===== src/hw/rtl/bbn_pkg.sv =====
`default_nettype none
package bbn_pkg;

  localparam int RADIUS_W  = 3;
  localparam int DIM_W     = 11;
  localparam int CFG_IDX_W = 2;
  localparam int PIX_W     = 8;

  localparam logic [CFG_IDX_W-1:0] CFG_RADIUS       = 2'd0;
  localparam logic [CFG_IDX_W-1:0] CFG_FRAME_WIDTH  = 2'd1;
  localparam logic [CFG_IDX_W-1:0] CFG_FRAME_HEIGHT = 2'd2;

  localparam logic OP_PIXEL = 1'b0;
  localparam logic OP_FLUSH = 1'b1;

  typedef struct packed {
    logic             operation;
    logic [PIX_W-1:0] pixel_in;
  } in_item_t;

  typedef struct packed {
    logic [PIX_W-1:0] pixel_out;
    logic             frame_last;
  } out_item_t;

  typedef enum logic [2:0] {
    ST_IDLE,
    ST_SETUP,
    ST_READ,
    ST_DRAIN,
    ST_DIV,
    ST_OUT
  } state_t;

endpackage
`default_nettype wire


===== src/hw/rtl/bbn_div.sv =====
`default_nettype none
module bbn_div import bbn_pkg::*; #(
  parameter int DIVIDEND_W = 16,
  parameter int DIVISOR_W  = 8
) (
  input  wire logic                  clk,
  input  wire logic                  rst,
  input  wire logic                  start,
  input  wire logic [DIVIDEND_W-1:0] dividend,
  input  wire logic [DIVISOR_W-1:0]  divisor,
  output logic                       done,
  output logic [DIVIDEND_W-1:0]      quotient
);

  localparam int CNT_W = $clog2(DIVIDEND_W + 1);

  logic                  busy;
  logic [CNT_W-1:0]      cnt;
  logic [DIVISOR_W:0]    rem;
  logic [DIVISOR_W-1:0]  dvs;
  logic [DIVISOR_W:0]    rem_s;
  logic                  fits;

  // restoring division, one quotient bit a cycle
  always_comb begin
    rem_s = {rem[DIVISOR_W-1:0], quotient[DIVIDEND_W-1]};
    fits  = rem_s >= {1'b0, dvs};
  end

  always_ff @(posedge clk) begin
    if (rst) begin
      busy <= 1'b0;
      done <= 1'b0;
      cnt  <= '0;
    end else begin
      done <= 1'b0;
      if (start) begin
        busy <= 1'b1;
        cnt  <= '0;
      end else if (busy) begin
        cnt <= cnt + CNT_W'(1);
        if (cnt == CNT_W'(DIVIDEND_W - 1)) begin
          busy <= 1'b0;
          done <= 1'b1;
        end
      end
    end
  end

  always_ff @(posedge clk) begin
    if (start) begin
      quotient <= dividend;
      dvs      <= divisor;
      rem      <= '0;
    end else if (busy) begin
      rem      <= fits ? rem_s - {1'b0, dvs} : rem_s;
      quotient <= {quotient[DIVIDEND_W-2:0], fits};
    end
  end

endmodule
`default_nettype wire


===== config.mk =====
export PLATFORM = sky130hd
export DESIGN_NAME = bbn_div
export DESIGN_NICKNAME = d
export VERILOG_FILES = /design/src/hw/rtl/bbn_pkg.sv /design/src/hw/rtl/bbn_div.sv
export SDC_FILE = /design/constraint.sdc
export NUM_CORES = 1
export LEC_CHECK = 0
export BUFFER_PORTS_ARGS = -buffer_cell sky130_fd_sc_hd__buf_4
export CAP_MARGIN = 20
export CELL_PAD_IN_SITES_DETAIL_PLACEMENT = 0
export CELL_PAD_IN_SITES_GLOBAL_PLACEMENT = 1
export CORE_UTILIZATION = 42
export DETAILED_ROUTE_END_ITERATION = 10
export GPL_TIMING_DRIVEN = 0
export PLACE_DENSITY_LB_ADDON = 0.1
export SYNTH_ARGS = -nofsm -noshare
export SYNTH_HDL_FRONTEND = slang
export SYNTH_SLANG_ARGS = --single-unit

===== constraint.sdc =====
create_clock -name clk -period 2.35 [get_ports clk]
set_input_delay 0.1175 -clock clk [delete_from_list [all_inputs] [get_ports clk]]
set_output_delay 0.1175 -clock clk [all_outputs]
set_load 0.1 [all_outputs]

=== Word-level counts from Yosys, hierarchy flattened ===
Cells that the tools add are included.

* Mux-type cells: 7
* Divide/modulo/power cells: 0
* Reduce and logical (&&, ||, !) cells: 3
* Magnitude comparators: 1
* Bitwise operators: 1
* Eq/ne operators: 1
* Shift-type cells: 0
* Add/sub/neg operators: 2
* Multipliers: 0

{| class="wikitable"
|+ Operator list
! kind !! count
|-
| 2-to-1 mux 16 bit || 2
|-
| greater-or-equal comparator 9 x 8 -> 1 bit || 1
|-
| 2-to-1 mux 8 bit || 1
|-
| subtractor 8 bit || 1
|-
| adder 5 x 1 -> 5 bit, second input constant || 1
|-
| == test 5 x 4 -> 1 bit, second input constant || 1
|-
| 2-to-1 mux 1 bit || 4
|-
| OR reduction 3 bit || 1
|-
| nonzero test 2 bit || 1
|-
| OR reduction 2 bit || 1
|-
| inverter 1 bit || 1
|}

* Input port bits: 27
* ROM bits: 0
* Bits in writable memories: 0
* Bits in latches: 0
* Register bits: 39
* Word-level logic and storage cells: 21
* Memories: 0

=== Depth between registers and ports, before layout ===
* Depth in word-level cells: 4
* Depth in mapped cells: 8
* Mapped depth without buffers: 8

=== Least setup slack after synthesis ===
Ideal clock, no wire load.

* Kind: flip-flop to flip-flop
* From: register quotient[15]
* To: register rem[6]
* Arrival time: 2.636 ns
* Data required time: 2.259 ns
* Cell stages (with the launch flop): 9
* Buffers on the path: 0
* Setup time: 0.091 ns
* Setup slack: -0.377 ns
* Cell sequence: edfxtp_1 -> inv_1 -> ha_1 -> fa_1 -> nand2b_1 -> a2111o_1 -> o211ai_1 -> o21ai_0 -> a311oi_1

* Word-level cells in the longest chain between the ends: 2

{| class="wikitable"
|+ Ends and longest elaborated chain
! item !! line !! RTL
|-
| start: declaration || bbn_div.sv:12 || <nowiki>output logic [DIVIDEND_W-1:0] quotient</nowiki>
|-
| start signal: assignment || bbn_div.sv:52 || <nowiki>quotient <= dividend;</nowiki>
|-
| start signal: assignment || bbn_div.sv:57 || <nowiki>quotient <= {quotient[DIVIDEND_W-2:0], fits};</nowiki>
|-
| subtractor 8 bit / greater-or-equal comparator 9 x 8 -> 1 bit (equally long branches) || bbn_div.sv:56, bbn_div.sv:27 ||
|-
| 2-to-1 mux 8 bit * || bbn_div.sv:56 || <nowiki>rem <= fits ? rem_s - {1'b0, dvs} : rem_s;</nowiki>
|-
| end signal: assignment || bbn_div.sv:56 ||
|-
| end: declaration || bbn_div.sv:19 || <nowiki>logic [DIVISOR_W:0] rem;</nowiki>
|}

Mark *: on every way between the ends. The rest lies on a longest branch, timed or not.
A chain may end at the register's enable or synchronous reset.

=== Worst setup path in the final report ===
* From: register dvs[6]
* To: register quotient[0], data pin

* Word-level cells in the longest chain between the ends: 3

{| class="wikitable"
|+ Ends and longest elaborated chain
! item !! line !! RTL
|-
| start: declaration || bbn_div.sv:20 || <nowiki>logic [DIVISOR_W-1:0] dvs;</nowiki>
|-
| start signal: assignment || bbn_div.sv:53 || <nowiki>dvs <= divisor;</nowiki>
|-
| greater-or-equal comparator 9 x 8 -> 1 bit || bbn_div.sv:27 || <nowiki>fits = rem_s >= {1'b0, dvs};</nowiki>
|-
| 2-to-1 mux 16 bit || bbn_div.sv:55 || <nowiki>end else if (busy) begin</nowiki>
|-
| 2-to-1 mux 16 bit || bbn_div.sv:51 || <nowiki>if (start) begin</nowiki>
|}

Every way passes these cells. The select of a mux whose other input is x is not followed.

==> results.env <==
PERIOD_NEEDED_NS=2.231
IO_BUFFER_COUNT=43
SYNTH_ENABLE_FLOP_CELLS=24
HOLD_VIOLATIONS=0
DRV_CAP=0
CRIT_CHAIN='inv_1 > ha_1 > buf_4 > a21o_1 > a211oi_1 > o21a_2 > nand2_4 > mux2_2'
DRT_DRC_VIOLATIONS_LEFT=0
STD_CELL_ROWS=24
DP.FINAL_HPWL_UM=3388
YOSYSWARNINGS=0
TIMING.CRITICAL_PATH.REQUIRED_NS=2.39
TRITONCTS='yes'
FINALMAXSLEWVIOLATIONS=0
LEAKAGEPOWER_nW=1.086
ANTENNADIODECOUNT=0
CTS_NUM_SINKS=39
NUMBER_OF_LIBRARY_CELL_TYPES_MAPPED_BY_SYNTHESIS=44
POST_CTS_HOLD_BUFFER_COUNT=9
CTS_RESIZED=0
SYN-NUM-NETS=225
CRITICALPATHCATEGORY='register to register'
GRT_FIRST_PASS_WIRELENGTH_UM=7693
TOP_LEVEL_PORTS=44
SYNTH_AREA_LEADER_CELL='sky130_fd_sc_hd__edfxtp_1'
CORE-AREA_UM2=4504
MASTER_CELL_OF_THE_CLOCK_ROOT_BUFFER='sky130_fd_sc_hd__clkbuf_8'
PLACE_AREA_UM2=2457
RR_STARTPOINT='dvs[6]$_DFFE_PP_'
ROUTED_WL_UM=4561
SYNTHXORXNORAREAFRAC_PCT=2.591
FIRST_ITER_VIOLATIONS=42
FIRST_GLOBAL_VIAS=1642
DRT_FIRST_PASS_ITERS=4
ASR_FLOP_RATIO_SYNTH_PCT=0
FINAL_AREA_UM2=2633
CLOCK_PATH_BUFFERS=2
DIE-HEIGHT_UM=71.49
MAPPEDNETLISTAREA_UM2=2028
GRT_START_MAX_NET_PINS=17
CRITPATHMAXFANOUT=9
SYN-INSTANCE-COUNT=187
FLOORPLAN.DIE.WIDTH_UM=71.49
SLEW_HEADROOM_PCT=56.00
SYNTH-SEQ-AREA-SHARE_PCT=50.34
CTS-HTREE-LEVELS=2
SYNTH.FF_LATCH_COUNT=39
WORSTSETUPSTARTPOINT='dvs[6]$_DFFE_PP_'
CRIT_PATH_MAX_INCR_DELAY_NS=0.36
GRT_OVERFLOW=0
CLKTRANSATPATHREGS_NS=0.08
SYNTH-COMPOUND-AREA-SHARE_PCT=13.33
SYNTH.AREA.MUX_SHARE_PCT=9.377
FLOORPLAN.INITIALDENSITY_PCT=45.03
WORSTSETUPENDPOINTTYPE='register'
FINAL-SETUP-VIOL-COUNT=0
CRITPATHLAUNCHTYPE='register'
LAYOUT.FILLER_CELLS=391
WORSTSKEWPAIRLATENCY_NS=0.29
POWER_DENSITY_nW_PER_UM2=730.3
MIN_PERIOD_OVER_PERIOD_PCT=94.92
PLACER_CONGESTION_ESTIMATE=0.7557
POST-ROUTE-UTIL_PCT=58.44
CTS-BUFFERS-INSERTED=5
SYNTH_TOP_FAMILY_BY_AREA='compound AO/OA/AOI/OAI gates'
RSZ_0062_RAISED_AFTER_GLOBAL_ROUTING='no'
FINAL_LAYOUT_SIZE_SUFFIX_GT1_SHARE_PCT=31.58
CELL_DEPTH_OF_THE_WORST_SETUP_PATH=8
SYNTH-SIMPLE-AREA-SHARE_PCT=12.52
ACHIEVABLE_FREQUENCY_MHz=448.3
GRT_USAGE_PCT=19.63
FOOTPRINT_OF_THE_MULTI_INPUT_GATES_UM2=947.2
FLOW.AREA_GROWTH_FROM_SYNTHESIS_PCT=29.80
SYNTH-MAIN-FF-CELL='sky130_fd_sc_hd__edfxtp_1'
CRITICAL_PATH_BUF_INV_COUNT=2
POST_DRT_VIA_CELL_RATIO=5.445
ROUTED-VIA-COUNT=1628
ROUTE.DETAILED.WL_PER_INST_UM=15.25
CPLARGESTDELAYFAMILY='compound AO/OA/AOI/OAI gates'
WORSTPATHARRIVAL_NS=2.27
STDCELL_COUNT=299
SYNTH_MOST_COMMON_CELL='sky130_fd_sc_hd__edfxtp_1'
POSTCTSSETUPREPAIRBUFS=0
TIMING.CRITICAL_PATH.TO='quotient[0]$_DFFE_PP_'
SYNTH_TOP_CELLS_BY_AREA='sky130_fd_sc_hd__edfxtp_1, sky130_fd_sc_hd__dfxtp_1, sky130_fd_sc_hd__mux2_2'
AREA_SHARE_OF_THE_LARGEST_CELL_TYPE_AFTER_SYNTHESIS_PCT=35.53
R2R-END='quotient[0]$_DFFE_PP_'
STATUS='finished clean'
WORST_R2R_PATH_DEPTH=8
SEQ_AREA_UM2=1021
CRITICAL_PATH.SLOWEST_CELL='sky130_fd_sc_hd__edfxtp_1'
REG2REG_SLACK_NS=0.12
NUM-NETS-FINAL=284
FINCLKSKEW_NS=0.008665
SYN_AVG_CELL_AREA_UM2=10.85
SYNTH_COMMONEST_CELLS='sky130_fd_sc_hd__edfxtp_1, sky130_fd_sc_hd__nor2_1, sky130_fd_sc_hd__inv_1, sky130_fd_sc_hd__mux2_2, sky130_fd_sc_hd__dfxtp_1'
TIMING_WORST_SLEW_PIN_VALUE_NS=0.6584
MIN_PATH_TYPE='input pin to register'
DP_CELLS=282
SYNTH-ADDER-AREA-SHARE_PCT=7.156
FINAL_ANTENNA_NET_COUNT=0
IR_WORST_VDD_mV=0.4136
HOLDCRITSTARTPOINT='start'
GRT_ANTENNA_BEFORE_REPAIR=0
DIE-AREA_UM2=5111
HOLDWS_NS=0.1086
-- kinds of logic after synthesis --
family / Yosys count
and+or+nand+nor: 52
buffers and inverters: 24
xor gates and xnor gates: 6
muxes: 17
DFF: 39
AOI/OAI and AO/OA: 38
adders and majority gates: 11
-- flip-flops by register name (all words and copies together), names as in the netlist --
| register | flops |
|---|---|
| busy | 1 |
| cnt | 5 |
| done | 1 |
| dvs | 8 |
| quotient | 16 |
| rem | 8 |
-- metal layers --
metal  vias up  track usage [%]  wire [um]
met5         -                0          0
met4         0            6.318         68
met3         9            5.626        226
met2        41            33.54       2249
met1       777            24.07       2016
li1        801                -          -
-- cell usage in the layout, fill, tap and decap left out, drive strengths merged, types with 2 or more instances in the layout --
cell / instances
a2111o: 2
a211oi: 4
a21o: 2
a21oi: 7
a311oi: 3
and3: 3
buf: 46
clkbuf: 11
dfxtp: 15
dlygate4sd3: 9
edfxtp: 24
ha: 10
inv: 16
mux2: 16
nand2: 8
nand2b: 3
nand3: 8
nand3b: 2
nor2: 19
nor3: 3
o211ai: 2
o21ai: 9
xnor2: 4
xor2: 2
-- worst register-to-register path: cells and delay by family (launching register included) --
kind,cells,cell delay (ns)
adders and majority gates,1,0.23
DFF,1,0.36
AOI/OAI and AO/OA,3,0.78
buffers and inverters,2,0.26
and+or+nand+nor,1,0.09
muxes,1,0.26
-- area by class of cell --
class                           count  share of cell area [%]
Sequential cell                    39                   38.78
Multi-Input combinational cell    124                   35.98
Timing Repair Buffer               52                   15.68
Clock buffer                        6                   2.757
Tap cell                           52                   2.471
Inverter                           16                   2.281
Buffer                              8                   1.568
Clock inverter                      2                  0.4753
-- power breakdown --
part,internal [mW],switching (mW)
registers,0.796,0.0360
clock network,0.207,0.237
logic,0.215,0.431
-- per-stage QoR --
stage / power [mW] / worst slack [ns] / setup TNS (ns)
CTS: 1.930 / 0.09181 / 0
global route: 2.004 / 0.01112 / 0
detailed placement: 1.478 / 0.1169 / 0
global placement: 1.469 / 0.1505 / 0
finish: 1.922 / 0.1193 / 0
floorplan: 1.322 / -0.2116 / -0.5071
-- worst min path at each step --
stage	to	slack (ns)	cells past startpoint
final	dvs[7]$_DFFE_PP_	0.11	1
after global routing	dvs[7]$_DFFE_PP_	0.11	1
after CTS	dvs[0]$_DFFE_PP_	0.11	1
after detailed placement	busy$_SDFF_PP0_	0.29	2
after global placement	busy$_SDFF_PP0_	0.28	2
after floorplan	busy$_SDFF_PP0_	0.19	1
Power figures use the tool's default switching activity.
